**config.mk**
```make
export PLATFORM = sky130hd
export DESIGN_NAME = mandelbrot_escape_time
export DESIGN_NICKNAME = d
export VERILOG_FILES = /design/src/rtl/core/mbet_pkg.sv /design/src/rtl/core/mbet_dp.sv /design/src/rtl/core/mbet_ctrl.sv /design/src/rtl/core/mandelbrot_escape_time.sv
export SDC_FILE = /design/constraint.sdc
export NUM_CORES = 2
export LEC_CHECK = 0
export BUFFER_PORTS_ARGS = -buffer_cell sky130_fd_sc_hd__buf_2
export CAP_MARGIN = 20
export CORE_MARGIN = 3
export CORE_UTILIZATION = 45
export CTS_CLUSTER_SIZE = 20
export DETAILED_ROUTE_END_ITERATION = 12
export GPL_ROUTABILITY_DRIVEN = 0
export PLACE_DENSITY = 0.63
export SLEW_MARGIN = 20
export SYNTH_ARGS = -nofsm -noshare
export SYNTH_HDL_FRONTEND = slang
export SYNTH_SLANG_ARGS = --single-unit
```
**constraint.sdc**
```tcl
create_clock -name clk_i -period 21.4 [get_ports clk_i]
set_input_delay 1.07 -clock clk_i [delete_from_list [all_inputs] [get_ports clk_i]]
set_output_delay 1.07 -clock clk_i [all_outputs]
set_load 0.02 [all_outputs]
```
**src/rtl/core/mbet_pkg.sv**
```systemverilog
// mbet_pkg: types, constants and helpers shared by the escape-time engine
// used by mbet_ctrl, mbet_dp and mandelbrot_escape_time; no dependencies
package mbet_pkg;

  localparam int unsigned FRAC_BITS = 26;

  // configuration register indexes
  localparam logic [2:0] CFG_RE_START  = 3'd0;
  localparam logic [2:0] CFG_IM_START  = 3'd1;
  localparam logic [2:0] CFG_STEP      = 3'd2;
  localparam logic [2:0] CFG_ITER_LIM  = 3'd3;
  localparam logic [2:0] CFG_ESCAPE_SQ = 3'd4;

  localparam logic signed [31:0] RE_START_RST  = -32'sd117440512;
  localparam logic signed [31:0] IM_START_RST  = -32'sd83886080;
  localparam logic [30:0]        STEP_RST      = 31'd163840;
  localparam logic [7:0]         ITER_LIM_RST  = 8'd255;
  localparam logic [30:0]        ESCAPE_SQ_RST = 31'd419430400;

  localparam logic [7:0] NEVER_ESCAPED = 8'd255;

  typedef enum logic [2:0] {
    MUL_PX_STEP,
    MUL_PY_STEP,
    MUL_RE_RE,
    MUL_IM_IM,
    MUL_RE_IM
  } mul_sel_e;

  typedef enum logic [3:0] {
    S_IDLE,
    S_CRE,
    S_CIM,
    S_CFIN,
    S_RR,
    S_II,
    S_CHK,
    S_UPD,
    S_OUT
  } state_e;

  typedef struct packed {
    logic     load_pix;
    mul_sel_e mul_sel;
    logic     set_cre;
    logic     set_cim;
    logic     save_rr;
    logic     save_diff;
    logic     upd_z;
    logic     gray_esc;
    logic     gray_max;
    logic     out_load;
  } dp_cmd_t;

  typedef struct packed {
    logic escaped;
    logic iter_done;
    logic iter_zero;
  } dp_stat_t;

  // clamp a 64-bit signed value to the signed 32-bit range
  function automatic logic signed [31:0] sat32(input logic signed [63:0] v);
    logic signed [31:0] r;
    if (v > 64'sd2147483647) begin
      r = 32'sh7fffffff;
    end else if (v < -64'sd2147483648) begin
      r = 32'sh80000000;
    end else begin
      r = v[31:0];
    end
    return r;
  endfunction

endpackage

```
**src/rtl/core/mbet_dp.sv**
```systemverilog
// mbet_dp: datapath with the shared 32x32 multiplier, z/c registers,
// iteration counter, configuration registers and result payload; uses mbet_pkg
module mbet_dp import mbet_pkg::*; (
  input  logic        clk_i,
  input  logic        rst_ni,
  input  logic        cfg_we_i,
  input  logic [2:0]  cfg_idx_i,
  input  logic [31:0] cfg_wdata_i,
  input  logic [9:0]  pix_x_i,
  input  logic [9:0]  pix_y_i,
  input  dp_cmd_t     cmd_i,
  output dp_stat_t    stat_o,
  output logic [9:0]  out_x_o,
  output logic [9:0]  out_y_o,
  output logic [7:0]  gray_o
);

  logic signed [31:0] re_start_q, im_start_q;
  logic [30:0]        step_q, escape_sq_q;
  logic [7:0]         iter_lim_q;

  logic [9:0]         px_q, py_q;
  logic signed [31:0] cre_q, cim_q, zre_q, zim_q;
  logic signed [63:0] p_q, rr_q, diff_q;
  logic [7:0]         iter_q, gray_q;
  logic [9:0]         out_x_q, out_y_q;
  logic [7:0]         out_gray_q;

  logic signed [31:0] mul_a, mul_b;
  logic signed [63:0] p_d;
  logic signed [31:0] cre_d, cim_d, zre_upd, zim_upd;
  logic [64:0]        mag2, limit;

  always_ff @(posedge clk_i or negedge rst_ni) begin
    if (!rst_ni) begin
      re_start_q  <= RE_START_RST;
      im_start_q  <= IM_START_RST;
      step_q      <= STEP_RST;
      iter_lim_q  <= ITER_LIM_RST;
      escape_sq_q <= ESCAPE_SQ_RST;
    end else if (cfg_we_i) begin
      case (cfg_idx_i)
        CFG_RE_START:  re_start_q  <= cfg_wdata_i;
        CFG_IM_START:  im_start_q  <= cfg_wdata_i;
        CFG_STEP:      step_q      <= cfg_wdata_i[30:0];
        CFG_ITER_LIM:  iter_lim_q  <= cfg_wdata_i[7:0];
        CFG_ESCAPE_SQ: escape_sq_q <= cfg_wdata_i[30:0];
        default: ;
      endcase
    end
  end

  always_comb begin
    case (cmd_i.mul_sel)
      MUL_PX_STEP: begin
        mul_a = $signed({22'd0, px_q});
        mul_b = $signed({1'b0, step_q});
      end
      MUL_PY_STEP: begin
        mul_a = $signed({22'd0, py_q});
        mul_b = $signed({1'b0, step_q});
      end
      MUL_RE_RE: begin
        mul_a = zre_q;
        mul_b = zre_q;
      end
      MUL_IM_IM: begin
        mul_a = zim_q;
        mul_b = zim_q;
      end
      MUL_RE_IM: begin
        mul_a = zre_q;
        mul_b = zim_q;
      end
      default: begin
        mul_a = zre_q;
        mul_b = zim_q;
      end
    endcase
  end

  assign p_d = 64'(mul_a) * 64'(mul_b);

  assign cre_d   = sat32(64'(re_start_q) + p_q);
  assign cim_d   = sat32(64'(im_start_q) + p_q);
  assign zre_upd = sat32((diff_q >>> FRAC_BITS) + 64'(cre_q));
  assign zim_upd = sat32((p_q >>> (FRAC_BITS - 1)) + 64'(cim_q));

  // rr and ii are squares, so both are non-negative
  assign mag2  = {1'b0, rr_q} + {1'b0, p_q};
  assign limit = {8'd0, escape_sq_q, 26'd0};

  always_ff @(posedge clk_i) begin
    p_q <= p_d;
    if (cmd_i.load_pix) begin
      px_q <= pix_x_i;
      py_q <= pix_y_i;
    end
    if (cmd_i.set_cre) cre_q <= cre_d;
    if (cmd_i.set_cim) begin
      cim_q <= cim_d;
      zim_q <= cim_d;
      zre_q <= cre_q;
    end
    if (cmd_i.save_rr)   rr_q   <= p_q;
    if (cmd_i.save_diff) diff_q <= rr_q - p_q;
    if (cmd_i.upd_z) begin
      zre_q <= zre_upd;
      zim_q <= zim_upd;
    end
    if (cmd_i.gray_esc) gray_q <= iter_q - 8'd1;
    if (cmd_i.gray_max) gray_q <= NEVER_ESCAPED;
    if (cmd_i.out_load) begin
      out_x_q    <= px_q;
      out_y_q    <= py_q;
      out_gray_q <= gray_q;
    end
  end

  always_ff @(posedge clk_i or negedge rst_ni) begin
    if (!rst_ni) begin
      iter_q <= '0;
    end else if (cmd_i.load_pix) begin
      iter_q <= '0;
    end else if (cmd_i.upd_z) begin
      iter_q <= iter_q + 8'd1;
    end
  end

  assign stat_o.escaped   = mag2 > limit;
  assign stat_o.iter_done = iter_q == iter_lim_q;
  assign stat_o.iter_zero = iter_q == 8'd0;

  assign out_x_o = out_x_q;
  assign out_y_o = out_y_q;
  assign gray_o  = out_gray_q;

endmodule

```
**src/rtl/core/mbet_ctrl.sv**
```systemverilog
// mbet_ctrl: sequencer for coordinate mapping, the iteration loop and the
// output register handshake; uses mbet_pkg, drives mbet_dp
module mbet_ctrl import mbet_pkg::*; (
  input  logic     clk_i,
  input  logic     rst_ni,
  input  logic     in_valid_i,
  output logic     in_ready_o,
  output logic     out_valid_o,
  input  logic     out_ready_i,
  input  dp_stat_t stat_i,
  output dp_cmd_t  cmd_o
);

  state_e state_q, state_d;
  logic   out_valid_q, out_valid_d;

  always_ff @(posedge clk_i or negedge rst_ni) begin
    if (!rst_ni) begin
      state_q     <= S_IDLE;
      out_valid_q <= 1'b0;
    end else begin
      state_q     <= state_d;
      out_valid_q <= out_valid_d;
    end
  end

  always_comb begin
    state_d       = state_q;
    cmd_o         = '0;
    cmd_o.mul_sel = MUL_PX_STEP;
    case (state_q)
      S_IDLE: begin
        if (in_valid_i) begin
          cmd_o.load_pix = 1'b1;
          state_d        = S_CRE;
        end
      end
      S_CRE: begin
        cmd_o.mul_sel = MUL_PX_STEP;
        state_d       = S_CIM;
      end
      S_CIM: begin
        cmd_o.set_cre = 1'b1;
        cmd_o.mul_sel = MUL_PY_STEP;
        state_d       = S_CFIN;
      end
      S_CFIN: begin
        cmd_o.set_cim = 1'b1;
        state_d       = S_RR;
      end
      S_RR: begin
        cmd_o.mul_sel = MUL_RE_RE;
        state_d       = S_II;
      end
      S_II: begin
        cmd_o.save_rr = 1'b1;
        cmd_o.mul_sel = MUL_IM_IM;
        state_d       = S_CHK;
      end
      S_CHK: begin
        if (stat_i.escaped && !stat_i.iter_zero) begin
          cmd_o.gray_esc = 1'b1;
          state_d        = S_OUT;
        end else if (stat_i.iter_done) begin
          cmd_o.gray_max = 1'b1;
          state_d        = S_OUT;
        end else begin
          cmd_o.save_diff = 1'b1;
          cmd_o.mul_sel   = MUL_RE_IM;
          state_d         = S_UPD;
        end
      end
      S_UPD: begin
        cmd_o.upd_z = 1'b1;
        state_d     = S_RR;
      end
      S_OUT: begin
        if (!out_valid_q || out_ready_i) begin
          cmd_o.out_load = 1'b1;
          state_d        = S_IDLE;
        end
      end
      default: state_d = S_IDLE;
    endcase
  end

  assign out_valid_d = (out_valid_q && !out_ready_i) || cmd_o.out_load;
  assign in_ready_o  = state_q == S_IDLE;
  assign out_valid_o = out_valid_q;

`ifndef SYNTH
  a_no_overwrite: assert property (@(posedge clk_i) disable iff (!rst_ni)
    cmd_o.out_load |-> (!out_valid_q || out_ready_i))
    else $error("result register overwritten while still pending");

  a_busy_after_accept: assert property (@(posedge clk_i) disable iff (!rst_ni)
    (in_valid_i && in_ready_o) |=> (!in_ready_o && state_q == S_CRE))
    else $error("engine took a pixel without starting the mapping");

  a_valid_from_out: assert property (@(posedge clk_i) disable iff (!rst_ni)
    (out_valid_q && !$past(out_valid_q)) |-> $past(state_q == S_OUT))
    else $error("result beat raised outside the output step");

  a_update_in_range: assert property (@(posedge clk_i) disable iff (!rst_ni)
    cmd_o.upd_z |-> !stat_i.iter_done)
    else $error("iteration past the limit");
`endif

endmodule

```
**src/rtl/core/mandelbrot_escape_time.sv**
```systemverilog
// mandelbrot_escape_time: escape-time pixel engine, top level
// instantiates mbet_ctrl and mbet_dp; uses mbet_pkg
//
//  channel   | dir | tdata fields, low bit first         | tuser / tlast
//  s_axis    | in  | pix_x[9:0] pix_y[19:10] zero[23:20]  | none
//  m_axis    | out | out_x[9:0] out_y[19:10] gray[27:20]  | none
//  cfg       | in  | cfg_idx_i selects, cfg_wdata_i value | write on cfg_we_i
//
// each pixel runs updates up to the iteration limit; the single shared multiplier
// forms re*re, im*im and re*im in turn for each update
// rst_ni clears the sequencer and the result valid and resets the configuration
// a new pixel is taken once the previous result sits in the output register, so a stalled
// m_axis holds at most one finished beat there and one more waiting in the engine
module mandelbrot_escape_time import mbet_pkg::*; (
  input  logic        clk_i,
  input  logic        rst_ni,
  input  logic        s_axis_tvalid_i,
  output logic        s_axis_tready_o,
  input  logic [23:0] s_axis_tdata_i,   // pix_x, pix_y, zero pad
  output logic        m_axis_tvalid_o,
  input  logic        m_axis_tready_i,
  output logic [31:0] m_axis_tdata_o,   // out_x, out_y, gray, zero pad
  input  logic        cfg_we_i,
  input  logic [2:0]  cfg_idx_i,
  input  logic [31:0] cfg_wdata_i
);

  dp_cmd_t    cmd;
  dp_stat_t   stat;
  logic [9:0] out_x, out_y;
  logic [7:0] gray;

  mbet_ctrl u_ctrl (
    .clk_i       (clk_i),
    .rst_ni      (rst_ni),
    .in_valid_i  (s_axis_tvalid_i),
    .in_ready_o  (s_axis_tready_o),
    .out_valid_o (m_axis_tvalid_o),
    .out_ready_i (m_axis_tready_i),
    .stat_i      (stat),
    .cmd_o       (cmd)
  );

  mbet_dp u_dp (
    .clk_i       (clk_i),
    .rst_ni      (rst_ni),
    .cfg_we_i    (cfg_we_i),
    .cfg_idx_i   (cfg_idx_i),
    .cfg_wdata_i (cfg_wdata_i),
    .pix_x_i     (s_axis_tdata_i[9:0]),
    .pix_y_i     (s_axis_tdata_i[19:10]),
    .cmd_i       (cmd),
    .stat_o      (stat),
    .out_x_o     (out_x),
    .out_y_o     (out_y),
    .gray_o      (gray)
  );

  assign m_axis_tdata_o = {4'd0, gray, out_y, out_x};

endmodule
```
==> qor.txt <==
DR iter-0 viols -> 6593
met3 Use GR -> 7.26%
worst skew pair latency -> 690 ps
initial antenna violation count -> 15
vias in the first global route -> 60851
most frequent cells in the layout -> 1300 x inv_1, 1087 x fa_1, 850 x nor2_1
Max Slew Vio Count -> 0
Worst Tran Pin Value -> 1210 ps
HP Class -> in2async
Final ANT Viol Nets -> 0
# IOs -> 98
pin count of the biggest net entering global routing -> 68
register area share after synthesis -> 18.3%
GRT busiest layer -> met2
met2 Use GR -> 45.1%
reg-to-reg setup timing slack -> 1100 ps
Vias/cell -> 5.90
Top FF cell, synth -> edfxtp_1
Final setup viols -> 0
Synth cell types -> 89
Slew HR -> 19.1%
DP HPWL -> 198000 um
reg-to-reg startpoint -> u_dp.p_q[5]$_DFF_P_
CP required -> 21990 ps
r2r worst-path depth -> 59
mean post-synth cell area -> 9.01 sq um
die area -> 0.169 sq mm
Crit. End Element -> flop
CP max stage cell -> o41ai_1
r2r endpoint -> u_dp.p_q[56]$_DFF_P_
Cell Area, Synth -> 0.0738 sq mm
routed vias -> 61201
# DRC -> 0
drt wl/cell -> 23.7 um
TNS Setup -> 0 ps
routing usage on met1 -> 38.7%
Setup Skew -> 67.5 ps
CP max FO -> 26
FILL cells -> 15200
arrival time worst endpoint -> 20890 ps
Crit Path Class -> reg2reg
Synth async-reset ratio -> 29.6%
FP Rows -> 147
# nets final -> 9850
CTS tree -> yes
drt first pass iters -> 6
commonest non-fill, non-tap cell in the layout -> inv_1
routed wire length -> 245000 um
Max Freq -> 49.3 MHz
port bufs -> 89
post-synthesis register bit count -> 497
global-route wire length before repair -> 376000 um
Critical Path Max Stage Delay -> 910 ps
Die Width -> 411 um
post-cts hold buffer count -> 0
CP bufs+invs -> 10
number of cells on the critical path -> 59
grt total ovfl -> 0
Final period util -> 94.9%
CP top delay family -> compound AO/OA/AOI/OAI gates
core box area -> 0.162 sq mm
Post-Synthesis Cells -> 8191
endpoints failing hold -> 0
Max Cap Viol -> 0
Root Buffer -> clkbuf_16
synth warn -> 0
Longest Clk Path Bufs -> 3
CTS HTree Levels -> 2
EDFF count, synth -> 278
Period minus WS final -> 20300 ps
die height -> 411 um
layout cell share with drive strength beyond 1 -> 7.44%
Clk pin slew, worst setup/hold paths -> 60 ps
Total GRT Usage -> 29.2%
Top cell by count, worst path -> inv_1
postcts setup bufs -> 0
startpoint types -> flop
initial core utilization -> 45.6%
total clock sinks -> 497
RSZ-0062 raised after global routing -> no
status -> completed
Synth-to-Final Area Change -> 7.20%
post-CTS sizing -> 0
Num CTS Buffers -> 55
[kinds of logic (layout without fill, tap and decap cells)]
group           after synthesis  in the layout  share of synthesized area (%)
simple gates               2390           2390                           14.5
mux                         114            114                           1.72
fa+ha+maj                  1635           1635                           38.8
other cells                   1             11                        0.00508
xor+xnor                    335            335                           3.98
buf+inv                    1684           1688                           8.66
flops                       497            497                           18.3
compound gates             1535           1535                           14.1
[metal layers]
layer,share of wire (%),vias to the layer above
li1,-,26978
met1,40,30794
met2,44,2815
met3,10,596
met4,5.5,18
met5,0.046,-
[cell usage after synthesis (all sizes together) (104+ instances only)]
library cell / number / share of area, %
a21o: 176 / 1.8
nand2: 839 / 4.3
o21ai: 252 / 1.7
ha: 548 / 9.3
edfxtp: 278 / 11
nor2: 852 / 4.3
a21oi: 422 / 2.9
inv: 1303 / 6.6
dfrtp: 121 / 4.1
fa: 1087 / 29
xnor2: 226 / 2.7
xor2: 109 / 1.3
mux2: 104 / 1.6
nand3: 104 / 0.71
clkbuf: 323 / 1.6
[registers in the layout, indices dropped and copies added, names as in the netlist]
| name | cells |
|---|---|
| u_ctrl.state_q | 4 |
| u_dp.diff_q | 38 |
| u_dp.px_q | 10 |
| u_dp.zim_q | 32 |
| u_dp.iter_q | 8 |
| u_dp.gray_q | 8 |
| u_dp.out_y_o | 10 |
| u_dp.im_start_q | 32 |
| u_dp.re_start_q | 32 |
| u_dp.cim_q | 32 |
| u_dp.p_q | 64 |
| u_dp.iter_lim_q | 8 |
| u_dp.gray_o | 8 |
| u_dp.out_x_o | 10 |
| u_dp.escape_sq_q | 31 |
| u_dp.step_q | 31 |
| u_dp.rr_q | 64 |
| u_dp.zre_q | 32 |
| u_dp.cre_q | 32 |
| u_dp.py_q | 10 |
| u_ctrl.out_valid_o | 1 |
[stage by stage]
stage               util [%]  instance area, sq um  setup WS [ps]  hold slack [ps]  instances
floorplan                  -                 73800           6480              409       8194
global placement        47.7                 77100           1830              422      10250
detailed placement      47.7                 77100           1810              420      10251
CTS                     48.9                 79000           1780              290      10355
global route            48.9                 79100            561              325      10358
finish                  48.9                 79100           1100              317      10365
[worst max-delay path by stage]
stage	from	to	slack (ps)
finish	u_dp.p_q[5]$_DFF_P_	u_dp.p_q[56]$_DFF_P_	1100
global route	u_dp.p_q[5]$_DFF_P_	u_dp.p_q[56]$_DFF_P_	560
global placement	u_dp.p_q[5]$_DFF_P_	u_dp.p_q[56]$_DFF_P_	1830
floorplan	u_dp.p_q[5]$_DFF_P_	u_dp.p_q[63]$_DFF_P_	6480
detailed placement	u_dp.p_q[5]$_DFF_P_	u_dp.p_q[56]$_DFF_P_	1810
CTS	u_dp.p_q[5]$_DFF_P_	u_dp.p_q[63]$_DFF_P_	1780
[layout make-up]
| cell class | instances | area (sq um) | area share, % |
|---|---|---|---|
| Timing Repair Buffer | 279 | 1900 | 2.40 |
| Clock buffer | 75 | 1580 | 2.00 |
| Antenna cell | 7 | 17.5 | 0.0221 |
| Clock inverter | 29 | 380 | 0.481 |
| Multi-Input combinational cell | 6013 | 54100 | 68.4 |
| Tap cell | 2160 | 2700 | 3.42 |
| Sequential cell | 497 | 13500 | 17.1 |
| Inverter | 1305 | 4900 | 6.20 |
Power is not shown: default switching activity piles up to over one toggle a cycle in this logic, so the estimate is an artifact.
